--- src/design/womr_pkg.sv ---
// Shared constants and types of the window outlier median replace unit.
`default_nettype none
package womr_pkg;
    localparam int HALF_WINDOW = 10;
    localparam int DEPTH       = 2 * HALF_WINDOW + 1;
    localparam int IDX_W       = $clog2(DEPTH);
    localparam int CNT_W       = $clog2(DEPTH + 1);
    localparam int SAMPLE_W    = 16;
    localparam int VALUE_W     = SAMPLE_W + 1;
    localparam int SIGMA_W     = 4;
    localparam logic [SIGMA_W-1:0] SIGMA_RESET = SIGMA_W'(2);
    localparam int SUM_W       = SAMPLE_W + CNT_W;
    localparam int SQ_W        = 2 * SAMPLE_W - 2 + CNT_W;
    localparam int DIFF_W      = SUM_W + 2;
    localparam int VAR_W       = SQ_W + CNT_W;
    localparam int IN_DATA_W   = 16;
    localparam int OUT_DATA_W  = 24;

    typedef struct packed {
        logic signed [SAMPLE_W-1:0] sample;
        logic                       last;
        logic                       emit;
    } cmd_t;

    typedef struct packed {
        logic full;
        logic empty;
    } q_stat_t;
endpackage
`default_nettype wire

--- src/design/womr_front.sv ---
// Request intake: classifies each sample by whether it releases a delayed result.
`default_nettype none
module womr_front (
    input  wire logic                           clk,
    input  wire logic                           rst_n,
    input  wire logic                           in_valid,
    input  wire logic [womr_pkg::SAMPLE_W-1:0]  in_sample,
    input  wire logic                           in_last,
    output logic                                in_ready,
    input  womr_pkg::q_stat_t                   q_stat,
    output logic                                push,
    output womr_pkg::cmd_t                      cmd
);
    import womr_pkg::*;

    logic [CNT_W-1:0] pend_reg;
    logic [CNT_W-1:0] pend_next;
    logic [CNT_W:0]   pend_inc;

    assign in_ready   = !q_stat.full;
    assign push       = in_valid && in_ready;
    assign pend_inc   = {1'b0, pend_reg} + (CNT_W+1)'(1);
    assign cmd.sample = $signed(in_sample);
    assign cmd.last   = in_last;
    assign cmd.emit   = !in_last && (pend_inc > (CNT_W+1)'(HALF_WINDOW));

    always_comb
    begin
        priority if (in_last)
        begin
            pend_next = '0;
        end
        else if (cmd.emit)
        begin
            pend_next = pend_reg;
        end
        else
        begin
            pend_next = pend_inc[CNT_W-1:0];
        end
    end

    always_ff @(posedge clk or negedge rst_n)
    begin
        if (!rst_n)
        begin
            pend_reg <= '0;
        end
        else if (push)
        begin
            pend_reg <= pend_next;
        end
    end
endmodule
`default_nettype wire

--- config.mk ---
export PLATFORM = sky130hd
export DESIGN_NAME = womr_front
export DESIGN_NICKNAME = d
export VERILOG_FILES = /design/src/design/womr_pkg.sv /design/src/design/womr_front.sv
export SDC_FILE = /design/constraint.sdc
export NUM_CORES = 1
export LEC_CHECK = 0
export ABC_AREA = 1
export ABC_CLOCK_PERIOD_IN_PS = 1300
export BUFFER_PORTS_ARGS = -buffer_cell sky130_fd_sc_hd__buf_2
export CAP_MARGIN = 20
export CORE_MARGIN = 5
export CORE_UTILIZATION = 32
export DETAILED_ROUTE_END_ITERATION = 10
export GPL_ROUTABILITY_DRIVEN = 1
export PLACE_DENSITY = 0.72
export SLEW_MARGIN = 15
export SYNTH_ARGS = -nofsm -noshare
export SYNTH_HDL_FRONTEND = slang
export SYNTH_SLANG_ARGS = --single-unit
--- constraint.sdc ---
create_clock -name clk -period 1.3 [get_ports clk]
set_input_delay 0.13 -clock clk [delete_from_list [all_inputs] [get_ports clk]]
set_output_delay 0.13 -clock clk [all_outputs]
set_load 0.005 [all_outputs]
# After elaboration in Yosys (flattened, before gate mapping)
# Cells that the tools add are included.
dict set report word_totals {
  elab_cells 11
  ff_bits 5
  out_inout_bits 20
}
dict set report op_classes {
  eq_ne 1
  reduce_logical 5
  n_mux 2
  n_addsub 1
  magnitude_cmp 1
}
# cell n
set ops {}
lappend ops {{two-way mux 5 bit} 2}
lappend ops {{adder 5 x 1 -> 6 bit, second input constant} 1}
lappend ops {{> comparator 6 x 4 -> 1 bit, second input constant} 1}
lappend ops {{logical AND 1 bit} 2}
lappend ops {{zero test 1 bit} 2}
lappend ops {{inequality test 2 bit, second input constant} 1}
lappend ops {{AND reduction 2 bit} 1}

# Logic depth before layout (Yosys ltp)
# Gate-level depths: netlist of the first run.
dict set report logic_depth {
  word_depth 5
  depth_mapped 9
  mapped_depth_nobuf 9
}

# Worst setup path before layout of the first run
# No wires, ideal clock.
dict set report synth_timing {
  path_type {reg2reg}
  start {reg pend_reg[0]}
  end {reg pend_reg[0]}
  required_ns 1.234
  synth_period_minus_slack_ns 1.440
  slack_ns -0.140
  path_buffers 0
  path_stages_with_launch 8
  arrival_time_ns 1.374
  setup_time_ns 0.066
  cell_sequence {dfrtp_1 -> ha_1 -> or2_2 -> nand2_1 -> nand3_2 -> nand3_2 -> nand2_1 -> nand2_1}
}
dict set report synth_between {
  elab_chain_len 5
  elab_cells_between_ends 7
}
# item line
set synth_rtl {}
lappend synth_rtl {{start, declared} womr_front.sv:16} ;# logic [CNT_W-1:0] pend_reg;
lappend synth_rtl {{start signal, assigned} womr_front.sv:51} ;# pend_reg <= pend_next;
lappend synth_rtl {{adder 5 x 1 -> 6 bit (*)} womr_front.sv:22} ;# assign pend_inc = {1'b0, pend_reg} + (CNT_W+1)'(1);
lappend synth_rtl {{> comparator 6 x 4 -> 1 bit} womr_front.sv:25} ;# assign cmd.emit = !in_last && (pend_inc > (CNT_W+1)'(HALF_WINDOW));
lappend synth_rtl {{logical AND 1 bit} womr_front.sv:25}
lappend synth_rtl {{inequality test 2 bit (no source line)} n/a}
lappend synth_rtl {{AND reduction 2 bit (no source line)} n/a}
# Mark *: on every way between the ends. The rest lies on a longest branch, timed or not. The select of a mux whose other input is x is not followed.
# A chain may end at the register's enable or synchronous reset.

==> results of run 1 <==
==> final cells by class <==
cell class | instances | area [sq um] | area share [%]
multi-input combinational | 38 | 283 | 47.0
clock buffer | 4 | 26.3 | 4.37
sequential | 5 | 125 | 20.8
timing repair buffer | 17 | 118 | 19.5
inverter | 8 | 30.0 | 4.99
tap | 16 | 20.0 | 3.33
==> cell usage after synthesis <==
cell type	n	area [sq um]
or2_2	1	6.26
inv_1	8	30.0
nand4_1	5	31.3
nand3_2	2	20.0
nand3_1	2	10.0
dfrtp_1	5	125
buf_4	17	128
nor2_1	5	18.8
a21oi_1	1	5.00
a21oi_2	1	8.76
nor2_2	1	6.26
nand2_1	17	63.8
nand2_2	1	6.26
ha_1	2	25.0
==> layout by cell type (no fill, tap or decap) <==
master,instances
buf_4,6
ha_4,2
nor2_1,4
nor2_2,2
dfrtp_1,5
nand3_4,3
inv_1,8
or2_4,1
clkbuf_4,3
a21oi_2,2
nand3_1,1
nand2_2,6
nand4_1,5
dlygate4sd3_1,1
buf_6,2
nand2_1,11
buf_2,8
clkbuf_1,1
nand2_4,1
==> kinds of logic (layout without fill, tap and decap cells) <==
group / after synthesis / in the layout
simple gates: 34 / 34
buf+inv: 25 / 29
flops: 5 / 5
fa+ha+maj: 2 / 2
compound gates: 2 / 2
==> routing by layer <==
layer,vias to the layer above,global-route usage [%],wire [microns]
met2,17,15.2,517
met1,170,7.22,357
met5,-,0,0
met3,2,2.75,98
met4,0,6.73,5
li1,204,-,-
==> per-stage QoR <==
| step | TNS, ns | util, % | hold slack (ns) | setup slack [ns] |
|---|---|---|---|---|
| floorplan | -0.234 | - | -0.166 | -0.0509 |
| global placement | -0.457 | 31.7 | -0.0573 | -0.0880 |
| detailed placement | -0.507 | 31.7 | -0.0561 | -0.103 |
| CTS | -1.53 | 39.1 | 0.222 | -0.285 |
| global route | -1.84 | 40.9 | 0.224 | -0.351 |
| finish | -1.22 | 40.9 | 0.227 | -0.271 |
==> power breakdown <==
part	leakage, nW	internal, mW	switching (mW)
Sequential	0.0675	0.173	0.0211
Combinational	0.208	0.124	0.108
Clock	0.0150	0.115	0.0541
==> worst max path at each step <==
| stage | startpoint | to | slack, ns | depth (start not counted) |
|---|---|---|---|---|
| after global routing | pend_reg[0] | cmd[0] | -0.35 | 8 |
| after CTS | pend_reg[1] | cmd[0] | -0.29 | 7 |
| after detailed placement | pend_reg[0] | cmd[0] | -0.10 | 6 |
| after floorplan | pend_reg[1] | pend_reg[0] | -0.05 | 8 |
| final | pend_reg[1] | cmd[0] | -0.27 | 7 |
| after global placement | pend_reg[0] | cmd[0] | -0.09 | 6 |
==> timing repair <==
action / CTS / global route
cloned: 0 / 0
setup endpoints to repair: 6 / 6
gates resized for setup: 8 / 8
setup buffers: 5 / 0
hold buffers: 1 / 0
pin swaps: 4 / 4
endpoints found under the hold margin: 5 / 0
==> flow_metrics.env, run 1 <==
export IMPL_cts_buffers=3
export IMPL_finalHoldViolCount=0
export IMPL_drive_gt1_share_pct=50.0
export IMPL_grt_ovfl_total=0
export IMPL_slowest_delay_ns=0.37
export IMPL_layout_nets=97
export IMPL_track_usage_pct=8.35
export IMPL_min_path_type="input pin to async pin"
export IMPL_relSlewSlack_pct=80.3
export IMPL_grt_max_degree=8
export IMPL_p_per_area_nw_per_um2=988
export IMPL_critPathArrivalTime_ns=1.44
export IMPL_skew_ns=0.00163
export IMPL_muxShareOfSynthArea_pct=0
export IMPL_post_route_period_util_pct=121
export IMPL_start_util_pct=32.9
export IMPL_via_count=393
export IMPL_drtIter0Drc=6
export IMPL_design_die_area_sq_um=2390
export IMPL_rsz0062_at_grt="yes"
export IMPL_worst_slack_ns=-0.271
export IMPL_violations="setup timing"
export IMPL_die_w_microns=48.9
export IMPL_ant_nets=0
export IMPL_htreeDepth=1
export IMPL_postSynthCellCount=68
export IMPL_crit_path_top_delay_cell="dfrtp_1"
export IMPL_viasPerCell=4.47
export IMPL_synthDistinctLibCells=14
export IMPL_synth_warnings=0
export IMPL_report_power_total_mw=0.595
export IMPL_fillCellCount=155
export IMPL_drt_pass1_iterations=4
export IMPL_final_setup_viol_count=6
export IMPL_r2r_end="pend_reg[1]"
export IMPL_syn_area_sq_um=484
export IMPL_path_cells="inv_1, ha_4, or2_4, nand2_4, nand3_4, nand2_2, buf_2"
export IMPL_routed_wl_microns=979
export IMPL_io_pins=42
export IMPL_place_congestion=0.763
export IMPL_synth_xor_area_share_pct=0
export IMPL_max_freq_mhz=636
export IMPL_ys_seq_area_share_pct=25.8
export IMPL_crit_path_end_kind="output port"
export IMPL_clk_pin_slew_worst_paths_ns=0.04
export IMPL_clock_latency_ns=0.23
export IMPL_synthAdderAreaFrac_pct=5.17
export IMPL_grt_pass1_wl_microns=1610
export IMPL_cts_tree="built"
export IMPL_drt_wirelength_per_cell_microns=11.1
export IMPL_status="finished, violations left"
export IMPL_tightest_slew_ns=0.295
export IMPL_clockBufferDepth=2
export IMPL_cap_violations=0
export IMPL_synth_avg_cell_area_sq_um=7.12
export IMPL_antenna_found_initial=0
export IMPL_critPathLaunchType="flop"
export IMPL_dp_cells=79
export IMPL_synth_compound_area_share_pct=2.84
export IMPL_layout_cells_non_filler=88
export IMPL_largest_reg_flops=5
export IMPL_reg2reg_slack_ns=-0.20
export IMPL_ys_ff_latch=5
export IMPL_crit_fanout=2
export IMPL_report_final_slew_viol_count=0
export IMPL_diodes=0
export IMPL_min_period_ns=1.57
export IMPL_syn_to_final_growth_pct=24.3
export IMPL_worst_endpoint_required_ns=1.17
export IMPL_leakage_nw=0.290
export IMPL_row_count=14
export IMPL_critical_path_buf_inv_count=2
export IMPL_place_hpwl_microns=662
export IMPL_core_area_sq_um=1470
export IMPL_synth_fp_nets=92
export IMPL_path_delay_family="simple AND/OR/NAND/NOR gates"
export IMPL_place_port_buffers=8
export IMPL_cts_sinks=5
export IMPL_criticalPathCategory="flop to output port"
export IMPL_synth_simple_area_share_pct=33.6
export IMPL_peakVddDrop_mv=0.584
export IMPL_synth_top_family_by_area="simple AND/OR/NAND/NOR gates"
export IMPL_drc=0
export IMPL_place_area_sq_um=467
export IMPL_reg2reg_from="pend_reg[0]"
export IMPL_stdcell_area_sq_um=602
export IMPL_grt_pass1_vias=404
export IMPL_reg2reg_depth=10
export IMPL_die_y_microns=48.9
export IMPL_cts_root_buf="clkbuf_4"
Power figures use the tool's default switching activity.
==> run 2: changes to the inputs <==
ABC_AREA = unset   (was 1)
CORE_UTILIZATION = 31   (was 32)
==> run 2 against run 1 <==
Net effect: the run still ends with setup timing left; wire length down 13%; combinational power decreased by 37%; total power down 13%; clock power increased by 4%; register-to-register slack worse by 0.13 ns; largest cell class unchanged; largest power group is now sequential cells; first-iteration DRC count decreased by 83%; clock skew rose by 0.0032 ns; flip-flop and latch count is the same; count of clock-buffer cells in the layout unchanged; non-clock buffer count stayed put; global-route usage fell by 0.55 points.
==> flow_metrics.env, run 2 <==
export IMPL_status="finished, violations left"
export IMPL_violations="setup timing"
export IMPL_htreeDepth=1
export IMPL_crit_fanout=4
export IMPL_synth_edf_count=0
export IMPL_diodes=0
export IMPL_place_congestion=0.749
export IMPL_worst_slack_ns=-0.386
export IMPL_postSynthCellCount=50
export IMPL_reg2reg_slack_ns=-0.33
export IMPL_start_util_pct=33.4
export IMPL_via_count=345
export IMPL_drt_pass1_iterations=3
export IMPL_reg2reg_from="pend_reg[0]"
export IMPL_finalHoldViolCount=0
export IMPL_synth_warnings=0
export IMPL_async_reset_ff_share_pct=100
export IMPL_synth_avg_cell_area_sq_um=8.91
export IMPL_relSlewSlack_pct=79.9
export IMPL_mostFrequentLayoutCells="buf_2 (8), buf_4 (8), nand2_1 (4)"
export IMPL_cts_buffers=3
export IMPL_clk_pin_slew_worst_paths_ns=0.04
export IMPL_crit_end="cmd[0]"
export IMPL_drtIter0Drc=1
export IMPL_synth_commonest_cells="buf_4 (17), dfrtp_1 (5), nand2_1 (4), nor2_1 (3)"
export IMPL_clock_latency_ns=0.24
export IMPL_criticalPathCategory="flop to output port"
export IMPL_min_path_type="input pin to flop"
export IMPL_skew_ns=0.00480
export IMPL_final_setup_viol_count=6
export IMPL_syn_to_final_growth_pct=11.8
export IMPL_drive_gt1_share_pct=48.1
export IMPL_die_w_microns=47.9
export IMPL_row_count=13
export IMPL_synth_top_area_share_pct=28.7
export IMPL_grt_pass1_wl_microns=1210
export IMPL_syn_area_sq_um=445
export IMPL_reg2reg_depth=7
export IMPL_grt_max_degree=10
export IMPL_grt_ovfl_total=0
export IMPL_fin_util_pct=37.3
export IMPL_place_port_buffers=8
export IMPL_min_period_ns=1.69
export IMPL_core_area_sq_um=1330
export IMPL_grt_pass1_vias=286
export IMPL_max_freq_mhz=593
export IMPL_post_route_period_util_pct=130
export IMPL_die_y_microns=47.9
export IMPL_synth_most_common_cell="buf_4"
export IMPL_antenna_found_initial=0
export IMPL_largest_reg_flops=5
export IMPL_ys_seq_area_share_pct=28.1
export IMPL_synthDistinctLibCells=20
export IMPL_cap_violations=0
export IMPL_layout_nets=79
export IMPL_leakage_nw=0.237
export IMPL_rsz0062_at_grt="yes"
export IMPL_cts_root_buf="clkbuf_4"
export IMPL_crit_path_end_kind="output port"
export IMPL_track_usage_pct=7.81
export IMPL_p_per_area_nw_per_um2=1040
export IMPL_report_final_slew_viol_count=0
export IMPL_cts_tree="built"
export IMPL_ys_ff_latch=5
export IMPL_report_power_total_mw=0.518
export IMPL_r2r_end="pend_reg[0]"
export IMPL_viasPerCell=5.00
export IMPL_cts_sinks=5
export IMPL_design_die_area_sq_um=2290
export IMPL_clockBufferDepth=2
export IMPL_ant_nets=0
export IMPL_synth_flop_cell="dfrtp_1"
export IMPL_synth_fp_nets=74
export IMPL_drc=0
export IMPL_critPathLaunch="pend_reg[0]"
export IMPL_worst_endpoint_required_ns=1.17
export IMPL_place_hpwl_microns=569
export IMPL_ys_top_cells_by_area="buf_4 (29%), dfrtp_1 (28%), ha_1 (5.6%), o211ai_4 (4.8%), xor2_1 (3.9%)"
export IMPL_drt_wirelength_per_cell_microns=12.4
export IMPL_critPathArrivalTime_ns=1.56
export IMPL_io_pins=42
export IMPL_peakVddDrop_mv=0.913
export IMPL_synth_top_area_cell="buf_4"
export IMPL_routed_wl_microns=853
export IMPL_tightest_slew_ns=0.301
export IMPL_critPathLaunchType="flop"
-- run 2: cell count changes after synthesis, moves of 2 or more --
cell and delta:
inv_1 -6, nand4_1 -5, nor2_1 -2, nand3_2 -2, o31ai_1 +2, o21ai_0 +2, nand2_1 -13, xor2_1 +2
-- run 2: final cells by class --
class	count	area, sq um
Multi-Input combinational cell	26	208
Fill cell	146	836
Inverter	2	7.51
Timing Repair Buffer	17	110
Tap cell	15	18.8
Clock buffer	4	26.3
Sequential cell	5	128
-- run 2: how the worst min path moves through the flow --
stage / startpoint / to / slack (ns) / depth (start not counted)
floorplan: rst_n / pend_reg[0] / -0.17 / 0
global placement: rst_n / pend_reg[4] / -0.05 / 1
detailed placement: rst_n / pend_reg[0] / -0.05 / 1
CTS: in_last / pend_reg[3] / 0.18 / 2
global route: in_last / pend_reg[3] / 0.19 / 2
finish: in_last / pend_reg[3] / 0.20 / 2
-- run 2: report_power, final --
group          total, mW  switching [mW]  leakage [nW]  internal, mW
clock              0.177          0.0610        0.0150         0.116
sequential         0.196          0.0228        0.0649         0.173
combinational      0.145          0.0680         0.157        0.0774
total              0.518           0.152         0.237         0.366
-- run 2: cells by family (layout without fill, tap and decap cells) --
| family | count (synthesis) | count (layout) | synth area share, % |
|---|---|---|---|
| flip-flops | 5 | 5 | 28.1 |
| buffers and inverters | 19 | 23 | 30.3 |
| adder cells (fa/ha/maj) | 2 | 2 | 5.62 |
| AO/OA/AOI/OAI | 10 | 10 | 19.1 |
| XOR/XNOR | 2 | 2 | 3.93 |
| AND/OR/NAND/NOR | 12 | 12 | 12.9 |
-- run 2: critical path, cell delays in order, from the launching register on --
cell and delay (ns):
dfrtp_2 0.43, ha_4 0.17, buf_4 0.14, a31oi_1 0.18, a211o_1 0.19, o21ai_1 0.08
buf_2 0.13
-- run 2: timing repair --
action                                 in CTS  in global routing
setup buffers                               5                  0
hold buffers                                1                  0
resized for setup                           4                  2
setup endpoints to repair                   6                  6
pin swaps                                   2                  2
endpoints found under the hold margin       5                  0
-- run 2: layer usage --
| layer | vias to the layer above | wire (microns) | track usage (%) | part of all wire (%) |
|---|---|---|---|---|
| li1 | 162 | - | - | - |
| met1 | 164 | 298 | 9.15 | 35 |
| met2 | 17 | 447 | 10.6 | 52 |
| met3 | 2 | 105 | 6.02 | 12 |
| met4 | 0 | 2 | 3.23 | 0.23 |
| met5 | - | 0 | 0 | 0 |
-- run 2: per-stage QoR --
step | area (sq um) | hold WS [ns] | TNS [ns] | cells | setup WS, ns
floorplan | 458 | -0.166 | -0.806 | 50 | -0.238
global placement | 412 | -0.0531 | -1.49 | 59 | -0.335
detailed placement | 412 | -0.0531 | -1.46 | 59 | -0.326
CTS | 488 | 0.179 | -1.67 | 69 | -0.398
global route | 498 | 0.192 | -2.28 | 69 | -0.454
finish | 498 | 0.197 | -1.82 | 69 | -0.386
