### config.mk
export PLATFORM = sky130hd
export DESIGN_NAME = womr_queue
export DESIGN_NICKNAME = d
export VERILOG_FILES = /design/src/design/womr_pkg.sv /design/src/design/womr_queue.sv
export SDC_FILE = /design/constraint.sdc
export NUM_CORES = 1
export LEC_CHECK = 0
export BUFFER_PORTS_ARGS = -buffer_cell sky130_fd_sc_hd__buf_4
export CORE_ASPECT_RATIO = 0.8
export CORE_MARGIN = 4
export CORE_UTILIZATION = 50
export DETAILED_ROUTE_END_ITERATION = 12
export GPL_ROUTABILITY_DRIVEN = 0
export PLACE_DENSITY_LB_ADDON = 0.25
export SLEW_MARGIN = 20
export SYNTH_ARGS = -nofsm -noshare
export SYNTH_HDL_FRONTEND = slang
export SYNTH_SLANG_ARGS = --single-unit
export TNS_END_PERCENT = 20
### constraint.sdc
create_clock -name clk -period 4.9 [get_ports clk]
set_clock_uncertainty 0.1 [all_clocks]
set_input_delay 0.245 -clock clk [delete_from_list [all_inputs] [get_ports clk]]
set_output_delay 0.245 -clock clk [all_outputs]
set_load 0.02 [all_outputs]
### src/design/womr_pkg.sv
// Shared constants and types of the window outlier median replace unit.
`default_nettype none
package womr_pkg;
    localparam int HALF_WINDOW = 10;
    localparam int DEPTH       = 2 * HALF_WINDOW + 1;
    localparam int IDX_W       = $clog2(DEPTH);
    localparam int CNT_W       = $clog2(DEPTH + 1);
    localparam int SAMPLE_W    = 16;
    localparam int VALUE_W     = SAMPLE_W + 1;
    localparam int SIGMA_W     = 4;
    localparam logic [SIGMA_W-1:0] SIGMA_RESET = SIGMA_W'(2);
    localparam int SUM_W       = SAMPLE_W + CNT_W;
    localparam int SQ_W        = 2 * SAMPLE_W - 2 + CNT_W;
    localparam int DIFF_W      = SUM_W + 2;
    localparam int VAR_W       = SQ_W + CNT_W;
    localparam int IN_DATA_W   = 16;
    localparam int OUT_DATA_W  = 24;

    typedef struct packed {
        logic signed [SAMPLE_W-1:0] sample;
        logic                       last;
        logic                       emit;
    } cmd_t;

    typedef struct packed {
        logic full;
        logic empty;
    } q_stat_t;
endpackage
`default_nettype wire

### src/design/womr_queue.sv
// Two-entry request queue between intake and the window engine.
`default_nettype none
module womr_queue (
    input  wire logic            clk,
    input  wire logic            rst_n,
    input  wire logic            push,
    input  womr_pkg::cmd_t       cmd_in,
    input  wire logic            pop,
    output womr_pkg::cmd_t       cmd_out,
    output womr_pkg::q_stat_t    stat
);
    import womr_pkg::*;

    cmd_t       mem_reg [0:1];
    logic       wr_ptr_reg;
    logic       rd_ptr_reg;
    logic [1:0] count_reg;

    assign cmd_out    = mem_reg[rd_ptr_reg];
    assign stat.full  = (count_reg == 2'd2);
    assign stat.empty = (count_reg == 2'd0);

    always_ff @(posedge clk)
    begin
        if (push)
        begin
            mem_reg[wr_ptr_reg] <= cmd_in;
        end
    end

    always_ff @(posedge clk or negedge rst_n)
    begin
        if (!rst_n)
        begin
            wr_ptr_reg <= 1'b0;
            rd_ptr_reg <= 1'b0;
            count_reg  <= 2'd0;
        end
        else
        begin
            if (push)
            begin
                wr_ptr_reg <= !wr_ptr_reg;
            end
            if (pop)
            begin
                rd_ptr_reg <= !rd_ptr_reg;
            end
            count_reg <= count_reg + {1'b0, push} - {1'b0, pop};
        end
    end
endmodule
`default_nettype wire

-- After elaboration in Yosys (flattened, before gate mapping)
Memories as Yosys holds them, arrays and structs flattened.
Cells that the tools add are included.
- equal/unequal tests: 1
- muxes and demuxes: 2
- add/sub/neg operators: 2
- reductions and logical operators: 3
- operators by type and width (kind ; count):
    2-bit by 1-bit adder with 2-bit output ; 1
    2-bit == test, second input constant ; 1
    1-bit zero test ; 2
    2-bit zero test ; 1
    1-bit 2-to-1 mux ; 2
    2-bit by 1-bit subtractor with 2-bit output ; 1
- logic and storage cells: 12
- memories: 1
- RAM bits: 36
- flip-flop bits (word level): 4
- output and inout port bits: 20
- bits of input ports: 22
- memory list (name ; depth ; bits a word ; rd ports ; clocked after memory_dff ; write ports ; line ; RTL):
    mem_reg ; 2 ; 18 ; 1 ; 0 ; 1 ; womr_queue.sv:14 ; cmd_t mem_reg [0:1];

-- Depth between registers and ports, before layout
Gate-level depths: netlist of the first run.
- depth after elaboration: 2
- depth in mapped cells: 5
- gate-level depth less buffers: 5

-- Worst setup path before layout of the first run
Ideal clock, no wire load.
- path kind: flip-flop to flip-flop
- start point: reg wr_ptr_reg
- end point: mem mem_reg[0][0] (netlist bit), enable pin
- buffers on the path: 0
- setup slack: 3.179 ns
- clock period less this slack: 1.721 ns
- stages on the path, launching flop included: 2
- data arrival time: 1.227 ns
- setup time: 0.395 ns
- cell sequence: dfrtp_1 -> nor2b_1
- RTL lines (what ; line ; RTL):
    start: declaration ; womr_queue.sv:15 ; logic wr_ptr_reg;
    start signal: assignment ; womr_queue.sv:43 ; wr_ptr_reg <= !wr_ptr_reg;
    end: declaration ; womr_queue.sv:14 ;
No word-level cell before the write port.

==> out/results.tsv, run 1 <==
metric	value	unit
initial antenna violation count	0	
setup TNS	0	ns
Max FO, Critical Path	19	
Max-Cap Viols	0	
switching pwr	0.337	mW
Pre-Repair DR Iteration Count	4	
status	complete, no violations	
hold path start	cmd_in[0]	
power density over the cells	565	mW/mm^2
unrepaired setup endpoints after global routing	false	
Die Ht	57.7	microns
crit path launch type	register	
most frequent cells after synthesis	edfxtp_1 (36), mux2_2 (9), mux2_4 (9)	
reg2reg path depth	1	
Synth Net Count	95	
Final Non-Filler Cells	157	
vias in the first global route	812	
dpl ws	3.00	ns
RR Endpoint	mem_reg[0][8]	
Inst Count DP	148	
diodes inserted	0	
Fmax	0.461	GHz
Seq cells post-synth	40	
Pint	0.771	mW
critical path endpoint category	output port	
total leakage power	0.795	nW
via count	769	
Sw Ratio	30.4	%
Clock Sinks	40	
CP Class	reg -> out	
Detailed Route Iter0 Violations	28	
Reg power frac	46.8	%
number of flops mapped to enable cells by yosys	36	
Storage cell area	0.00118	sq mm
Starting Density	54.2	%
drt wl/cell	14.4	microns
Syn. warnings	0	
Comb power frac	35.6	%
Die W	70.2	microns
Hold Path Class	in -> reg	
crit path time final	2.17	ns
CTS Buf Count	5	
fin worst setup slack	2.73	ns
syn avg cell area	21.8	sq um
Synth Cell Area	0.00155	sq mm
CTS max path bufs	2	
global-route usage over all layers	12.1	%
Die ar.	0.00405	sq mm
Final Hold Fails	0	
Critical Path AT	1.83	ns
first-pass GRT wire length	3680	microns
CP required	4.55	ns
area occupied by multi-input gates	328	sq um
max reg flops	36	
post-route DRC violation count	0	
CTS tree	done	
worst hold path stage count	1	
Skew-Pair Late Insertion Delay	0.27	ns
Top-Level Pins	42	
Filler Cell Count	210	
layout cell share with drive strength beyond 1	54.6	%
Routed Antenna Nets	0	
Final period util	44.3	%
Peak VDD IR	0.302	mV
Worst Max-Slew Pin Slew	0.956	ns
Cell variety after synth	13	
IO buf count	41	
routed wire length	2270	microns
Core Box Area	0.00285	sq mm
row count	17	
Max-slew headroom	36.3	%
RR Startpoint	wr_ptr_reg	
post-CTS setup buffers	0	
Root Driver	clkbuf_8	
sequential share of the synthesized area	76.4	%
clock group share of total power	17.6	%
nets	142	
CTS resizes	0	
r2r setup slk	3.28	ns
most frequent cell after synthesis	edfxtp_1	
WHS Endpoint	mem_reg[0][0]	
largest net degree at the start of global routing	20	
Vias/cell	4.90	
H-tree lvl count	2	
Final setup viols	0	
Pins Over Slew Limit	0	
clock-pin slew on the worst setup and hold paths	0.07	ns
main flop type after synthesis	edfxtp_1	
Yosys top cell by area	edfxtp_1	
Syn Inst Count	71	
total global routing overflow	0	
post-synthesis async set-or-reset flop share	10.0	%
Synth area leaders	edfxtp_1 (70%), mux2_4 (8.7%), mux2_2 (6.6%)	
top-area cell type share of the netlist area	70.0	%
synthesis-to-finish area growth	27.0	%
## worst max-delay path by stage
stage | from | end | slack (ns) | depth (start not counted)
2_1_floorplan | wr_ptr_reg | mem_reg[0][0] | 3.18 | 1
3_3_place_gp | rd_ptr_reg | cmd_out[3] | 3.01 | 2
3_5_place_dp | rd_ptr_reg | cmd_out[1] | 3.00 | 2
4_1_cts | rd_ptr_reg | cmd_out[3] | 2.70 | 2
5_1_grt | rd_ptr_reg | cmd_out[5] | 2.66 | 2
6_report | rd_ptr_reg | cmd_out[1] | 2.73 | 2
## worst max-delay path, stage by stage (launching register included)
cell	delay (ns)
dfrtp_1	0.97
mux2_2	0.42
buf_4	0.16
## layout by cell type (no fill, tap or decap)
| cell | count |
|---|---|
| inv_1 | 2 |
| dfrtp_1 | 4 |
| dlygate4sd3_1 | 1 |
| mux2_4 | 9 |
| xor2_1 | 2 |
| ha_1 | 2 |
| clkinv_1 | 1 |
| mux2_2 | 9 |
| and2_1 | 1 |
| clkbuf_1 | 2 |
| nor2_1 | 1 |
| clkbuf_8 | 5 |
| nor2b_1 | 1 |
| xor3_1 | 1 |
| nor2b_2 | 1 |
| edfxtp_1 | 36 |
| buf_4 | 41 |
## cell type report
cell class	instances	share of cell area (%)
sequential	40	60.2
multi-input combinational	27	16.7
timing repair buffer	42	16.2
clock buffer	7	3.89
tap	38	2.42
inverter	2	0.383
clock inverter	1	0.191
## kinds of logic (layout without fill, tap and decap cells)
| kind of cell | count (synthesis) | after routing | synth area share (%) |
|---|---|---|---|
| xor+xnor | 3 | 3 | 2.67 |
| mux | 18 | 18 | 15.3 |
| simple gates | 4 | 4 | 1.46 |
| buf+inv | 4 | 52 | 2.51 |
| flops | 40 | 40 | 76.4 |
| fa+ha+maj | 2 | 2 | 1.62 |
## metrics by stage
stage | util (%) | area [sq um] | power (mW) | hold slack (ns)
floorplan | - | 1550 | 0.794 | -0.151
global placement | 65.7 | 1870 | 0.918 | -0.0571
detailed placement | 65.7 | 1870 | 0.928 | -0.0536
CTS | 68.8 | 1960 | 1.13 | 0.0374
global route | 68.8 | 1960 | 1.17 | 0.0262
finish | 68.8 | 1960 | 1.11 | 0.0498
## repair_timing
action,CTS,global route
endpoints found under the setup margin,0,0
hold buffers,1,0
hold endpoints to repair,4,0
## power by group through the flow
stage / sequential [mW] / clock (mW) / combinational [mW]
finish: 0.519 / 0.195 / 0.395
global route: 0.527 / 0.221 / 0.422
CTS: 0.520 / 0.203 / 0.403
detailed placement: 0.527 / 0 / 0.401
global placement: 0.522 / 0 / 0.396
floorplan: 0.484 / 0 / 0.311
## metal layers
layer / GRT usage [%] / vias to the layer above / wire, microns
met2: 21.8 / 23 / 1270
li1: - / 361 / -
met5: 0 / - / 0
met1: 12.6 / 383 / 847
met4: 4.92 / 0 / 10
met3: 5.20 / 2 / 143
Note: power is estimated with default switching activity, not from simulation.
==> run 2: changes to the inputs <==
--- a/config.mk
+++ b/config.mk
@@ -5,6 +5,7 @@
 export SDC_FILE = /design/constraint.sdc
 export NUM_CORES = 1
 export LEC_CHECK = 0
+export ABC_AREA = 1
 export BUFFER_PORTS_ARGS = -buffer_cell sky130_fd_sc_hd__buf_4
 export CORE_ASPECT_RATIO = 0.8
 export CORE_MARGIN = 4
==> constraint.sdc (replaced) <==
create_clock -name clk -period 2 [get_ports clk]
set_clock_uncertainty 0.1 [all_clocks]
set_input_delay 0.1 -clock clk [delete_from_list [all_inputs] [get_ports clk]]
set_output_delay 0.1 -clock clk [all_outputs]
set_load 0.02 [all_outputs]
==> out/results.tsv, run 2 <==
metric	value	unit	change
Pre-Repair DR Iteration Count	4		unchanged
Final Non-Filler Cells	229		was 157
syn avg cell area	13.6	sq um	was 21.8 sq um
Top-Level Pins	42		unchanged
first-pass GRT wire length	4570	microns	was 3680 microns
Max FO, Critical Path	37		was 19
Final setup viols	0		unchanged
Detailed Route Iter0 Violations	52		was 28
top-area cell type share of the netlist area	66.7	%	was 70.0%
drt wl/cell	12.2	microns	was 14.4 microns
CTS resizes	0		unchanged
CTS Buf Count	5		unchanged
post-route DRC violation count	0		unchanged
via count	1040		was 769
CTS max path bufs	2		unchanged
Die Ht	58.9	microns	was 57.7 microns
Filler Cell Count	221		was 210
CP required	1.80	ns	was 4.55 ns
nets	212		was 142
most frequent cells in the layout	buf_4 (45), edfxtp_1 (36), inv_1 (25)		was buf_4 (41), edfxtp_1 (36), mux2_4 (9), mux2_2 (9), clkbuf_8 (5)
initial antenna violation count	0		unchanged
Synth area leaders	edfxtp_1 (67%), o21ai_2 (6.5%), dfrtp_1 (6.2%)		was edfxtp_1 (70%), mux2_4 (8.7%), mux2_2 (6.6%)
post-synthesis async set-or-reset flop share	10.0	%	unchanged
Final Hold Fails	0		unchanged
Vias/cell	4.54		was 4.90
vias in the first global route	1073		was 812
Fmax	0.641	GHz	
setup TNS	0	ns	unchanged
Die ar.	0.00422	sq mm	was 0.00405 sq mm
Core Box Area	0.00311	sq mm	was 0.00285 sq mm
routed wire length	2800	microns	was 2270 microns
Cell variety after synth	12		was 13
Synth Net Count	143		was 95
Syn Inst Count	119		was 71
DP HPWL	1870	microns	
Critical Path AT	1.36	ns	was 1.83 ns
critical path endpoint category	output port		unchanged
Clock Sinks	40		unchanged
Starting Density	52.2	%	was 54.2%
r2r setup slk	0.62	ns	was 3.28 ns
Worst Max-Slew Pin Slew	0.418	ns	was 0.956 ns
Yosys top cell by area	edfxtp_1		unchanged
main flop type after synthesis	edfxtp_1		unchanged
commonest non-fill, non-tap cell in the layout	buf_4		unchanged
max reg flops	36		unchanged
most frequent cells after synthesis	edfxtp_1 (36), inv_1 (25), nand2_1 (24)		was edfxtp_1 (36), mux2_2 (9), mux2_4 (9)
number of flops mapped to enable cells by yosys	36		unchanged
crit path time final	1.56	ns	
layout cell share with drive strength beyond 1	33.3	%	was 54.6%
Pins Over Slew Limit	0		unchanged
diodes inserted	0		unchanged
Routed Antenna Nets	0		unchanged
crit path launch type	register		unchanged
H-tree lvl count	2		unchanged
sequential share of the synthesized area	72.8	%	was 76.4%
Root Driver	clkbuf_8		unchanged
Max-Cap Viols	0		unchanged
power density over the cells	1290	mW/mm^2	was 565 mW/mm^2
Die W	71.7	microns	was 70.2 microns
synthesis-to-finish area growth	38.1	%	was 27.0%
Seq cells post-synth	40		unchanged
Peak VDD IR	0.930	mV	was 0.302 mV
Skew-Pair Late Insertion Delay	0.28	ns	was 0.27 ns
global-route usage over all layers	14.4	%	was 12.1%
Inst Count DP	200		was 148
CTS tree	done		unchanged
total global routing overflow	0		unchanged
clock-pin slew on the worst setup and hold paths	0.07	ns	about the same
Max-slew headroom	72.1	%	was 36.3%
unrepaired setup endpoints after global routing	false		unchanged
total leakage power	0.991	nW	was 0.795 nW
largest net degree at the start of global routing	38		was 20
row count	18		was 17
Synth Cell Area	0.00162	sq mm	was 0.00155 sq mm
Hold Path Class	in -> async		was in -> reg
status	complete, no violations		unchanged
IO buf count	41		unchanged
CP Class	reg -> out		unchanged
Syn. warnings	0		unchanged
most frequent cell after synthesis	edfxtp_1		unchanged
Final period util	78.1	%	
==> run 2: cell types whose count changed after synthesis, moves of 2 or more <==
cell	change
o21ai_0	+6
mux2_4	-9
nor2b_1	-2
inv_1	+23
o21ai_2	+12
nor2_1	+2
mux2_2	-9
nand2_1	+24
==> run 2: cell type report <==
| cell class | count | area [sq um] | area share (%) |
|---|---|---|---|
| clock buffer | 7 | 76.3 | 3.41 |
| clock inverter | 1 | 3.75 | 0.168 |
| inverter | 25 | 93.8 | 4.19 |
| multi-input combinational | 50 | 287 | 12.8 |
| sequential | 40 | 1180 | 52.7 |
| tap | 40 | 50.0 | 2.23 |
| timing repair buffer | 66 | 548 | 24.5 |
==> run 2: routing by layer <==
metal | vias up | track usage [%] | share of wire (%)
met5 | - | 0 | 0
met4 | 0 | 4.02 | 0.68
met3 | 4 | 4.78 | 6.7
met2 | 35 | 27.0 | 54
met1 | 475 | 15.6 | 39
li1 | 526 | - | -
==> run 2: path summary, 6_finish.rpt <==
| kind | from | to | cells after the start |
|---|---|---|---|
| setup / recovery | rd_ptr_reg | cmd_out[17] | 4 |
| hold / removal | rst_n | count_reg[0] | 2 |
| setup reg to reg | wr_ptr_reg | mem_reg[1][15] | 3 |
| hold reg to reg | wr_ptr_reg | wr_ptr_reg | 1 |
| max in group asynchronous | rst_n | count_reg[1] | 2 |
| min in group clk | wr_ptr_reg | wr_ptr_reg | 1 |
==> run 2: power by group <==
| group | internal (mW) | switching (mW) |
|---|---|---|
| combinational | 0.491 | 0.731 |
| sequential | 1.12 | 0.0601 |
| clock | 0.242 | 0.238 |
| total | 1.85 | 1.03 |
==> run 2: kinds of logic after synthesis <==
logic type,Yosys count,share of synthesized area [%]
compound gates,18,8.33
xor+xnor,2,1.08
fa+ha+maj,2,1.54
buf+inv,29,9.65
flops,40,72.8
simple gates,28,6.56
==> run 2: per-stage QoR <==
stage | worst slack, ns | instance area, sq um | total power, mW | util, % | hold slack (ns)
after floorplan | 0.321 | 1620 | 2.03 | - | -0.296
after global placement | 0.661 | 1950 | 2.36 | 62.7 | -0.202
after detailed placement | 0.618 | 1950 | 2.40 | 62.7 | -0.201
after CTS | 0.421 | 2240 | 2.92 | 72.1 | 0.0454
after global routing | 0.310 | 2240 | 3.06 | 72.1 | 0.0657
final | 0.439 | 2240 | 2.88 | 72.1 | 0.0477
==> run 2: worst max-delay path, stage by stage (launching register included) <==
cell and delay (ns):
dfrtp_1 0.33, buf_4 0.37, nand2_1 0.09, o21ai_0 0.11
buf_4 0.18
==> run 2: timing repair <==
action                                 CTS  global route
endpoints found under the hold margin   43             0
setup buffers                            0             0
hold buffers                            21             0
==> run 3: changes to the inputs <==
==> constraint.sdc (replaced) <==
create_clock -name clk -period 1.5 [get_ports clk]
set_clock_uncertainty 0.1 [all_clocks]
set_input_delay 0.075 -clock clk [delete_from_list [all_inputs] [get_ports clk]]
set_output_delay 0.075 -clock clk [all_outputs]
set_load 0.02 [all_outputs]
==> out/results.tsv, run 3 (synthesis gave the netlist of run 2 again) <==
metric	value	unit	change
Reg power frac	39.9	%	was 40.9%
metal3 WL	198	microns	was 188 microns
hold slack final	0.0536	ns	was 0.0477 ns
Fmax	0.701	GHz	
nets	215		was 212
Sw Ratio	36.0	%	was 35.7%
Skew-Pair Late Insertion Delay	0.28	ns	about the same
Max-slew headroom	88.6	%	was 72.1%
Worst Max-Slew Pin Slew	0.169	ns	was 0.418 ns
Pre-Repair DR Iteration Count	2		was 4
crit path time final	1.43	ns	
synthesis-to-finish area growth	40.4	%	was 38.1%
max reg flops	36		unchanged
layout cell share with drive strength beyond 1	35.4	%	was 33.3%
Vias/cell	4.53		was 4.54
met2 routed WL	1520	microns	was 1500 microns
crit path launch type	register		unchanged
status	complete, no violations		unchanged
via count	1050		was 1,040
Highest Signal Layer	met4		unchanged
Detailed Route Iter0 Violations	53		was 52
setup TNS	0	ns	unchanged
CP Class	reg -> out		unchanged
Root Driver	clkbuf_8		unchanged
met1 WL	1120	microns	was 1090 microns
power density over the cells	1740	mW/mm^2	was 1290 mW/mm^2
Final setup viols	0		unchanged
DP HPWL	2020	microns	was 1870 microns
commonest non-fill, non-tap cell in the layout	buf_4		unchanged
clock group share of total power	16.5	%	was 16.7%
Max FO, Critical Path	27		was 37
Final Hold Fails	0		unchanged
Peak VDD IR	1.25	mV	was 0.930 mV
Pint	2.53	mW	was 1.85 mW
Util after Layout	73.3	%	was 72.1%
diodes inserted	0		unchanged
CTS max path bufs	2		unchanged
Die W	71.7	microns	unchanged
Critical Path AT	1.25	ns	was 1.36 ns
most frequent cells in the layout	buf_4 (47), edfxtp_1 (36), inv_1 (25)		was buf_4 (45), edfxtp_1 (36), inv_1 (25)
initial antenna violation count	0		unchanged
Pins Over Slew Limit	0		unchanged
first-pass GRT wire length	4790	microns	was 4570 microns
row count	18		unchanged
CTS Buf Count	5		unchanged
clock-pin slew on the worst setup and hold paths	0.07	ns	about the same
H-tree lvl count	2		unchanged
post-route DRC violation count	0		unchanged
Top-Level Pins	42		unchanged
area of placed instances	0.00198	sq mm	was 0.00195 sq mm
switching pwr	1.43	mW	was 1.03 mW
dpl ws	0.242	ns	was 0.618 ns
vias in the first global route	1053		was 1,073
Max-Cap Viols	0		unchanged
fin worst setup slack	0.0734	ns	was 0.439 ns
IO buf count	41		unchanged
Comb power frac	43.5	%	was 42.4%
Clock Sinks	40		unchanged
post-CTS setup buffers	0		unchanged
Filler Cell Count	231		was 221
Routed Antenna Nets	0		unchanged
Hold Path Class	in -> async		unchanged
largest net degree at the start of global routing	28		was 38
unrepaired setup endpoints after global routing	false		unchanged
total global routing overflow	0		unchanged
CTS tree	done		unchanged
design area	0.00228	sq mm	was 0.00224 sq mm
Core Box Area	0.00311	sq mm	unchanged
drt wl/cell	12.5	microns	was 12.2 microns
global-route usage over all layers	15.8	%	was 14.4%
critical path endpoint category	output port		unchanged
Die Ht	58.9	microns	unchanged
total leakage power	1.02	nW	was 0.991 nW
CP required	1.32	ns	was 1.80 ns
Final period util	95.1	%	
routed wire length	2890	microns	was 2800 microns
Die ar.	0.00422	sq mm	unchanged
Starting Density	52.2	%	unchanged
## run 3: cell count changes in the layout (fill, tap and decap cells not counted)
cell and delta:
o21ai_1 +1, o21ai_0 -1, clkinv_2 +2, buf_4 +2, buf_12 +1, clkbuf_1 -2
## run 3: power groups by stage
stage	registers [mW]	clock network [mW]	logic, mW
finish	1.58	0.654	1.72
global route	1.60	0.728	1.88
CTS	1.58	0.666	1.75
detailed placement	1.61	0	1.70
global placement	1.59	0	1.65
floorplan	1.58	0	1.14
## run 3: critical path, stage by stage (launching register included)
cell and delay, ns:
dfrtp_1 0.42, buf_12 0.18, o21ai_0 0.19, buf_4 0.17
## run 3: metal layers
layer / vias up / track usage (%)
met2: 28 / 27.7
met3: 6 / 6.48
met4: 0 / 5.90
met5: - / 0
met1: 485 / 17.3
li1: 531 / -
## run 3: through the flow
step,std cells,power (mW)
2_1_floorplan,119,2.72
3_3_place_gp,203,3.24
5_1_grt,232,4.21
6_report,232,3.96
4_1_cts,232,4.00
3_5_place_dp,203,3.31
## run 3: final timing paths
path / startpoint / endpoint / depth (start not counted) / slack [ns]
max: rd_ptr_reg / cmd_out[4] / 3 / 0.07
min: rst_n / rd_ptr_reg / 2 / 0.05
max reg2reg: count_reg[0] / count_reg[1] / 6 / 0.25
min reg2reg: wr_ptr_reg / wr_ptr_reg / 1 / 0.41
max in group asynchronous: rst_n / wr_ptr_reg / 2 / 1.15
min in group clk: wr_ptr_reg / wr_ptr_reg / 1 / 0.41
## run 3: what timing repair did
action,in CTS,in global routing
resized for setup,0,1
setup endpoints to repair,0,1
hold endpoints to repair,43,0
hold buffers,21,0
## run 3: cell type report
type	instances	area, sq um	area share (%)
Sequential cell	40	1180	51.9
Timing Repair Buffer	69	583	25.6
Multi-Input combinational cell	50	287	12.6
Inverter	25	93.8	4.12
Clock buffer	5	68.8	3.02
Tap cell	40	50.0	2.20
Clock inverter	3	13.8	0.604
